--- src/hw/rtl/lbc_pkg.sv ---
`timescale 1ns / 1ps
`default_nettype none

package lbc_pkg;

    // Default widths for coordinates and for the parametric fraction.
    localparam int COORD_BITS_DEF      = 16;
    localparam int PARAM_FRAC_BITS_DEF = 16;

    // Register indexes of the window registers (byte address is 4 times the index).
    typedef enum logic [1:0] {
        REG_X_MIN = 2'd0,
        REG_Y_MIN = 2'd1,
        REG_X_MAX = 2'd2,
        REG_Y_MAX = 2'd3
    } reg_idx_t;

    // Per-edge flags that travel with a ratio out of the divider.
    typedef struct packed {
        logic p_neg;    // edge raises t_enter
        logic p_zero;   // edge is parallel to the segment
        logic par_rej;  // parallel edge with the segment outside
    } edge_flags_t;

endpackage

`default_nettype wire

--- src/hw/rtl/lbc_div.sv ---
`timescale 1ns / 1ps
`default_nettype none

// Pipelined ratio unit: r = trunc(q * 2^F / p), one quotient bit per stage.
// Magnitudes of two or more are saturated to 2, which keeps every later compare exact.
module lbc_div #(
    parameter int C = lbc_pkg::COORD_BITS_DEF,
    parameter int F = lbc_pkg::PARAM_FRAC_BITS_DEF
) (
    input  wire                      clk,
    input  wire                      ce,
    input  wire  logic signed [C:0]  p,
    input  wire  logic signed [C:0]  q,
    output logic signed [F+2:0]      r,
    output lbc_pkg::edge_flags_t     flags
);
    import lbc_pkg::*;

    localparam int NS = F + 1;
    localparam int RW = F + 3;

    logic [C-1:0]   den_reg  [0:NS];
    logic [C:0]     rem_reg  [0:NS];
    logic [F:0]     quo_reg  [0:NS];
    logic           neg_reg  [0:NS];
    logic           ovf_reg  [0:NS];
    edge_flags_t    flg_reg  [0:NS];

    logic [C:0]     p_abs;
    logic [C:0]     q_abs;
    logic [RW-1:0]  mag;

    // Operand magnitudes; both fit in C bits.
    assign p_abs = p[C] ? -p : p;
    assign q_abs = q[C] ? -q : q;

    // Entry stage: magnitudes, result sign and the saturation test.
    always_ff @(posedge clk)
    begin
        if (ce)
        begin
            den_reg[0]        <= p_abs[C-1:0];
            rem_reg[0]        <= {1'b0, q_abs[C-1:0]};
            quo_reg[0]        <= '0;
            neg_reg[0]        <= p[C] ^ q[C];
            ovf_reg[0]        <= ({1'b0, q_abs[C-1:0]} >= {p_abs[C-1:0], 1'b0});
            flg_reg[0].p_neg  <= p[C];
            flg_reg[0].p_zero <= (p == '0);
            flg_reg[0].par_rej <= (p == '0) && q[C];
        end
    end

    // Restoring division, one quotient bit in each stage.
    for (genvar s = 1; s <= NS; s++)
    begin : g_stage
        logic [C:0] trial;
        logic       qbit;

        assign trial = (s == 1) ? rem_reg[s-1] : {rem_reg[s-1][C-1:0], 1'b0};
        assign qbit  = (trial >= {1'b0, den_reg[s-1]});

        always_ff @(posedge clk)
        begin
            if (ce)
            begin
                den_reg[s] <= den_reg[s-1];
                rem_reg[s] <= qbit ? (trial - {1'b0, den_reg[s-1]}) : trial;
                quo_reg[s] <= {quo_reg[s-1][F-1:0], qbit};
                neg_reg[s] <= neg_reg[s-1];
                ovf_reg[s] <= ovf_reg[s-1];
                flg_reg[s] <= flg_reg[s-1];
            end
        end
    end

    // Saturate and apply the sign.
    assign mag   = ovf_reg[NS] ? {2'b01, {(F + 1){1'b0}}} : {2'b00, quo_reg[NS]};
    assign r     = neg_reg[NS] ? -$signed(mag) : $signed(mag);
    assign flags = flg_reg[NS];

endmodule

`default_nettype wire

--- config.mk ---
export PLATFORM = sky130hd
export DESIGN_NAME = lbc_div
export DESIGN_NICKNAME = d
export VERILOG_FILES = /design/src/hw/rtl/lbc_pkg.sv /design/src/hw/rtl/lbc_div.sv
export SDC_FILE = /design/constraint.sdc
export NUM_CORES = 1
export LEC_CHECK = 0
export ABC_CLOCK_PERIOD_IN_PS = 4100
export BUFFER_PORTS_ARGS = -buffer_cell sky130_fd_sc_hd__buf_2
export CORE_MARGIN = 3
export CORE_UTILIZATION = 56
export CTS_BUF_LIST = sky130_fd_sc_hd__clkbuf_4
export DETAILED_ROUTE_END_ITERATION = 8
export PLACE_DENSITY = 0.72
export RECOVER_POWER = 100
export SETUP_SLACK_MARGIN = 0.1
export SYNTH_ARGS = -nofsm -noshare
export SYNTH_HDL_FRONTEND = slang
export SYNTH_SLANG_ARGS = --single-unit
--- constraint.sdc ---
create_clock -name clk -period 4.1 [get_ports clk]
set_input_delay 0.82 -clock clk [delete_from_list [all_inputs] [get_ports clk]]
set_output_delay 0.82 -clock clk [all_outputs]
set_load 0.03 [all_outputs]
==> out/results.txt, run 1 <==
IO buf count: 57
Initial Util: 56.6%
Vias in the first global route: 26229
Synth Area in Compound Gates: 11.4%
Worst Hold Path Cells: 2
Most instantiated library cell after synthesis: edfxtp_1
Worst clock skew: 0.0825 ns
Clock tree buffer depth: 3
Post-synth top cells: edfxtp_1, inv_1, ha_1
CP Launch Type: register
Vias per inst: 5.51
Failing checks: max-capacitance violations, max-slew violations, negative setup slack
Critical Path AT: 3.58 ns
Pwr dens: 708 nW/um^2
CP max-delay cell: or4_4
Synth area leaders: edfxtp_1, ha_1, mux2_2
CP Capture Type: output port
TritonCTS clock tree: built
Placeable Area: 73200 um^2
Crit Path Class: register to output port
Final WS setup: -0.295 ns
Critical Path RT: 3.28 ns
H-tree depth: 4
# rows: 99
Worst path top cell family by delay: simple AND/OR/NAND/NOR gates
I/O Pins: 58
Largest net degree at the start of global routing: 174
Unique cell type count in the Yosys netlist: 70
Peak VDD IR: 0.000434 V
Synth Net Count: 3765
DIE HEIGHT: 278 um
Fillers: 5784
Total CTS buffers: 205
Xor and xnor area share after synthesis: 4.39%
Top FF cell, synth: edfxtp_1
Clk slew on worst S/H paths: 0.07 ns
Slew @ Worst Pin: 3.03 ns
WL/cell: 16.8 um
Crit-path most repeated cell: or4_4
Critical path's largest stage delay: 0.55 ns
DPL Wire Length: 58.2 mm
Unrepaired setup endpoints after global routing: yes
Psw: 0.0115 W
Final setup vio count: 7
Final Hold Viols: 0
Simple-gate share of the synthesized area: 8.57%
Internal power: 0.0208 W
Post-route ant nets: 0
Die extent in x: 278 um
Synthesis-to-finish area growth: 10.2%
Combinational power share: 41.0%
Reg2reg setup slack: 0.23 ns
Leak Pwr: 18.7 nW
Switching part of the total: 35.6%
Slew margin rel.: -102%
Syn_area_per_cell: 12.1 um^2
Register area share after synthesis: 57.0%
Largest family of logic cells by synthesized area: compound AO/OA/AOI/OAI gates
Final Power: 0.0323 W
1st-iter DRT viols: 1804
Global route total overflow: 0
Post-synth EDFFs: 787
Die Area: 77400 um^2
Hold path start: q[12]
Worst-Skew Late Latency: 1.07 ns
RR Startpoint: den_reg[3][1]$_DFFE_PP_
Hold Path Class: input pin to register
Initial DRT Pass Iterations: 6
Share of cells above drive strength 1: 14.6%
Remaining DRCs: 0
Mux share of post-synthesis cell area: 4.88%
Status: complete, but fails checks
Post-Syn Area: 41500 um^2
Synth async-reset ratio: 0%
Post-Route WL: 80.5 mm
R2R depth: 10
Power share of the sequential group: 38.4%
Seq cells post-synth: 787
Post-synthesis adder-cell area fraction: 9.46%
DR vias: 26420
Reg2Reg Capture Point: rem_reg[4][9]$_DFFE_PP_
First-pass GRT wire length: 132 mm
Ys Warns: 0
Max-Cap Viols: 8
Min Tclk post-route: 4.40 ns
Global-route usage over all layers: 21.2%
Worst Path Buf+Inv: 1
Nets: 4010
Clock sink count: 787
Slew Limit Fails: 614
Fmax: 0.228 GHz
Yosys top cell area share: 57.0%
Critical Path Fanout Max: 2
Clock root buffer: clkbuf_4
Clock power share: 20.5%
Hold endpoint: rem_reg[0][12]$_DFFE_PP_
Initial antenna violation count: 1
Dpl cells: 4407
Final GP Congestion: 0.889
Post-Layout Cell Count: 4796
Largest area contributor in the netlist: edfxtp_1
Period utilisation layout: 107%
Worst-path cell chain: or4_4 > or4_4 > or3_4 > or2_4 > o21ai_2 > xor2_1 > nor2_1 > buf_4
Post-synthesis cell count: 3425
-- power groups by stage --
stage          sequential [W]  combinational [W]  clock [W]
2_1_floorplan          0.0121             0.0105          0
3_3_place_gp           0.0125             0.0132          0
3_5_place_dp           0.0126             0.0133          0
4_1_cts                0.0124             0.0135    0.00690
5_1_grt                0.0126             0.0149    0.00734
6_report               0.0124             0.0133    0.00665
-- worst register-to-register path, delay by kind of cell (launching register included) --
family / cells / cell delay, ns
compound gates: 5 / 1.43
fa+ha+maj: 1 / 0.30
buf+inv: 2 / 0.76
flops: 1 / 0.55
mux: 1 / 0.43
simple gates: 1 / 0.13
-- repair_timing --
action	4_1_cts	5_1_grt
endpoints found under the setup margin	12	11
setup buffers	6	4
gates resized for setup	25	9
hold endpoints to repair	5	0
pin swaps	8	5
hold buffers	5	0
-- routing by layer --
metal / vias up / part of all wire [%] / GRT usage (%)
met5: - / 0 / 0
met4: 0 / 2.9 / 8.72
met3: 155 / 4.4 / 4.09
met2: 558 / 50 / 36.2
met1: 12512 / 43 / 26.5
li1: 13195 / - / -
-- layout make-up --
cell class / instances / area, um^2 / share of cell area [%]
timing repair buffer: 117 / 688 / 1.51
sequential: 787 / 23600 / 51.7
tap: 959 / 1200 / 2.63
clock inverter: 91 / 518 / 1.13
clock buffer: 282 / 2120 / 4.63
inverter: 384 / 1440 / 3.15
multi-input combinational: 2175 / 16100 / 35.2
antenna: 1 / 2.50 / 0.00548
-- cell usage in the layout (no fill, tap or decap), types with 60 or more instances in the layout --
cell / n
a21o_1: 99
a21oi_1: 269
clkbuf_4: 291
clkinv_1: 63
edfxtp_1: 787
ha_1: 288
inv_1: 384
mux2_2: 141
nand2_1: 190
nor2_1: 154
nor2b_1: 84
nor3_1: 60
o21ai_0: 173
xnor2_1: 110
xor2_1: 96
-- cell families (layout without fill, tap and decap cells) --
group / count (synthesis) / in the layout
DFF: 787 / 787
other: 0 / 1
and+or+nand+nor: 719 / 719
muxes: 182 / 182
adders and majority gates: 304 / 304
xor gates and xnor gates: 208 / 208
buffers and inverters: 463 / 874
AOI/OAI and AO/OA: 762 / 762
-- worst max path at each step --
stage | slack [ns] | startpoint | to | cells after the start
CTS | -0.44 | quo_reg[17][8]$_DFFE_PP_ | r[15] | 8
global placement | -0.09 | q[1] | ovf_reg[0]$_DFFE_PP_ | 15
detailed placement | -0.10 | q[1] | ovf_reg[0]$_DFFE_PP_ | 15
floorplan | 0.30 | q[0] | ovf_reg[0]$_DFFE_PP_ | 14
finish | -0.30 | quo_reg[17][8]$_DFFE_PP_ | r[15] | 8
global route | -0.53 | quo_reg[17][8]$_DFFE_PP_ | r[15] | 8
-- stage by stage --
step | utilization [%] | setup slack [ns] | hold WS, ns | area (um^2) | TNS [ns]
detailed placement | 58.8 | -0.105 | 0.405 | 43000 | -0.105
CTS | 62.7 | -0.437 | 0.00215 | 45900 | -2.18
global placement | 58.8 | -0.0937 | 0.400 | 43000 | -0.0937
floorplan | - | 0.300 | 0.400 | 41500 | 0
global route | 62.4 | -0.530 | 0.0393 | 45700 | -3.70
finish | 62.4 | -0.295 | 0.134 | 45700 | -1.39
Power figures use the tool's default switching activity.
==> inputs of run 2 (changes only) <==
--- a/config.mk
+++ b/config.mk
@@ -7,9 +7,10 @@
 export LEC_CHECK = 0
 export ABC_CLOCK_PERIOD_IN_PS = 4100
 export BUFFER_PORTS_ARGS = -buffer_cell sky130_fd_sc_hd__buf_2
+export CAP_MARGIN = 15
 export CORE_MARGIN = 3
 export CORE_UTILIZATION = 56
-export CTS_BUF_LIST = sky130_fd_sc_hd__clkbuf_4
+export CTS_BUF_LIST = sky130_fd_sc_hd__clkbuf_2
 export DETAILED_ROUTE_END_ITERATION = 8
 export PLACE_DENSITY = 0.72
 export RECOVER_POWER = 100
==> out/results.txt, run 2 (synthesized netlist as in run 1, its figures left out) <==
Fmax: 0.207 GHz (-9.1%)
DPL Wire Length: 58.2 mm (unchanged)
Crit Path Class: register to output port
Clock sink count: 787 (unchanged)
Unrepaired setup endpoints after global routing: yes
Clk slew on worst S/H paths: 0.10 ns (+0.03 ns)
Worst Hold Path Cells: 0 (-2)
Most frequent cells in the layout: edfxtp_1, inv_1, ha_1
# rows: 99 (unchanged)
Commonest non-fill, non-tap cell in the layout: edfxtp_1
Global route total overflow: 0 (unchanged)
RR Startpoint: den_reg[3][1]$_DFFE_PP_
Max-Cap Viols: 7 (-1)
Hold Path Class: register to register
Post-Route WL: 82.9 mm (+2.9%)
Post-route ant nets: 0 (unchanged)
Final GP Congestion: 0.889 (unchanged)
CP Capture Type: output port
Peak VDD IR: 0.000357 V (-18%)
Final non-filler cell area: 45700 um^2 (about the same)
IO buf count: 57 (unchanged)
Hold endpoint: quo_reg[13][6]$_DFFE_PP_
Post-layout util: 62.4% (about the same)
Critical Path RT: 3.28 ns (about the same)
I/O Pins: 58 (unchanged)
Failing checks: max-capacitance violations, max-slew violations, negative setup slack
Worst clock skew: 0.158 ns (+0.0754 ns)
DR vias: 26673 (+0.96%)
Vias in the first global route: 26391 (+0.62%)
Slew margin rel.: -51.1% (+51 points)
Hold path start: quo_reg[12][5]$_DFFE_PP_
CP Launch Type: register
Slew Limit Fails: 564 (-8.1%)
DIE HEIGHT: 278 um (unchanged)
Initial DRT Pass Iterations: 5 (-1)
H-tree depth: 4 (unchanged)
Initial Util: 56.6% (unchanged)
Initial antenna violation count: 3 (+2)
Critical Path AT: 4.02 ns (+0.44 ns)
Synthesis-to-finish area growth: 10.1% (about the same)
1st-iter DRT viols: 1739 (-3.6%)
Min Tclk post-route: 4.84 ns (+0.440 ns)
Global-route usage over all layers: 21.5% (+0.31 points)
R2R depth: 10 (unchanged)
Slew @ Worst Pin: 2.27 ns (-0.767 ns)
Clock tree buffer depth: 3 (unchanged)
Remaining DRCs: 0 (unchanged)
Status: complete, but fails checks
Critical Path Fanout Max: 6 (+4)
Placeable Area: 73200 um^2 (unchanged)
Total CTS buffers: 195 (-4.9%)
Reg2reg setup slack: 0.27 ns (+0.04 ns)
Final setup vio count: 10 (+3)
First-pass GRT wire length: 134 mm (+1.3%)
Share of cells above drive strength 1: 14.9% (+0.28 points)
Clock root buffer: clkbuf_2
TritonCTS clock tree: built
Die Area: 77400 um^2 (unchanged)
Period utilisation layout: 118% (+11 points)
Reg2Reg Capture Point: rem_reg[4][9]$_DFFE_PP_
Pwr dens: 681 nW/um^2 (-3.7%)
Post-DP Area: 43000 um^2 (unchanged)
Worst-Skew Late Latency: 1.46 ns (+0.39 ns)
Leak Pwr: 18.8 nW (+0.82%)
Nets: 4069 (+1.5%)
Largest net degree at the start of global routing: 174 (unchanged)
Final WS setup: -0.735 ns (-0.440 ns)
Die extent in x: 278 um (unchanged)
Final hold slack: 0.357 ns (+0.224 ns)
Vias per inst: 5.51 (about the same)
Final Hold Viols: 0 (unchanged)
WL/cell: 17.1 um (+1.9%)
==> run 2: layout make-up <==
| type | instances | area, um^2 |
|---|---|---|
| Sequential cell | 787 | 23600 |
| Clock buffer | 277 | 1390 |
| Tap cell | 959 | 1200 |
| Antenna cell | 4 | 10.0 |
| Inverter | 384 | 1440 |
| Clock inverter | 69 | 449 |
| Multi-Input combinational cell | 2175 | 16200 |
| Fill cell | 5825 | 27500 |
| Timing Repair Buffer | 186 | 1390 |
==> run 2: critical path, cell delays in order (launching register included) <==
cell and delay [ns]:
edfxtp_1 0.50, or4_4 0.46, or4_4 0.43, or3_4 0.37
a21oi_4 0.19, nand2b_4 0.16, buf_6 0.12, xnor2_4 0.15
buf_6 0.17
==> run 2: report_power, final <==
| part | internal, W | total (W) | switching (W) | leakage, nW |
|---|---|---|---|---|
| clock network | 0.00206 | 0.00531 | 0.00325 | 1.37 |
| logic | 0.00611 | 0.0134 | 0.00731 | 9.77 |
| registers | 0.0114 | 0.0124 | 0.000971 | 7.68 |
==> run 2: worst max-delay path by stage <==
stage | from | cells after the start | endpoint
2_1_floorplan | q[0] | 14 | ovf_reg[0]$_DFFE_PP_
3_3_place_gp | q[1] | 15 | ovf_reg[0]$_DFFE_PP_
3_5_place_dp | q[1] | 15 | ovf_reg[0]$_DFFE_PP_
4_1_cts | quo_reg[17][8]$_DFFE_PP_ | 8 | r[15]
5_1_grt | quo_reg[17][8]$_DFFE_PP_ | 8 | r[14]
6_report | quo_reg[17][5]$_DFFE_PP_ | 8 | r[14]
==> run 2: through the flow <==
step	instances	total power (W)	setup WS, ns	setup TNS (ns)
floorplan	3425	0.0226	0.300	0
global placement	4407	0.0257	-0.0937	-0.0937
detailed placement	4407	0.0259	-0.105	-0.105
CTS	4826	0.0315	-0.895	-6.35
global route	4841	0.0335	-1.01	-9.32
finish	4841	0.0311	-0.735	-5.71
==> run 2: what timing repair did <==
item / 4_1_cts / 5_1_grt
hold buffers: 59 / 0
pin swaps: 11 / 12
hold endpoints to repair: 202 / 0
buffers inserted: 14 / 12
endpoints found under the setup margin: 18 / 16
resized for setup: 54 / 10
==> run 2: per-layer routing <==
metal,vias up,track usage [%],part of all wire [%]
met1,12632,26.8,43
met5,-,0,0
met4,0,8.39,3.0
met2,583,36.9,50
li1,13289,-,-
met3,169,4.31,4.3
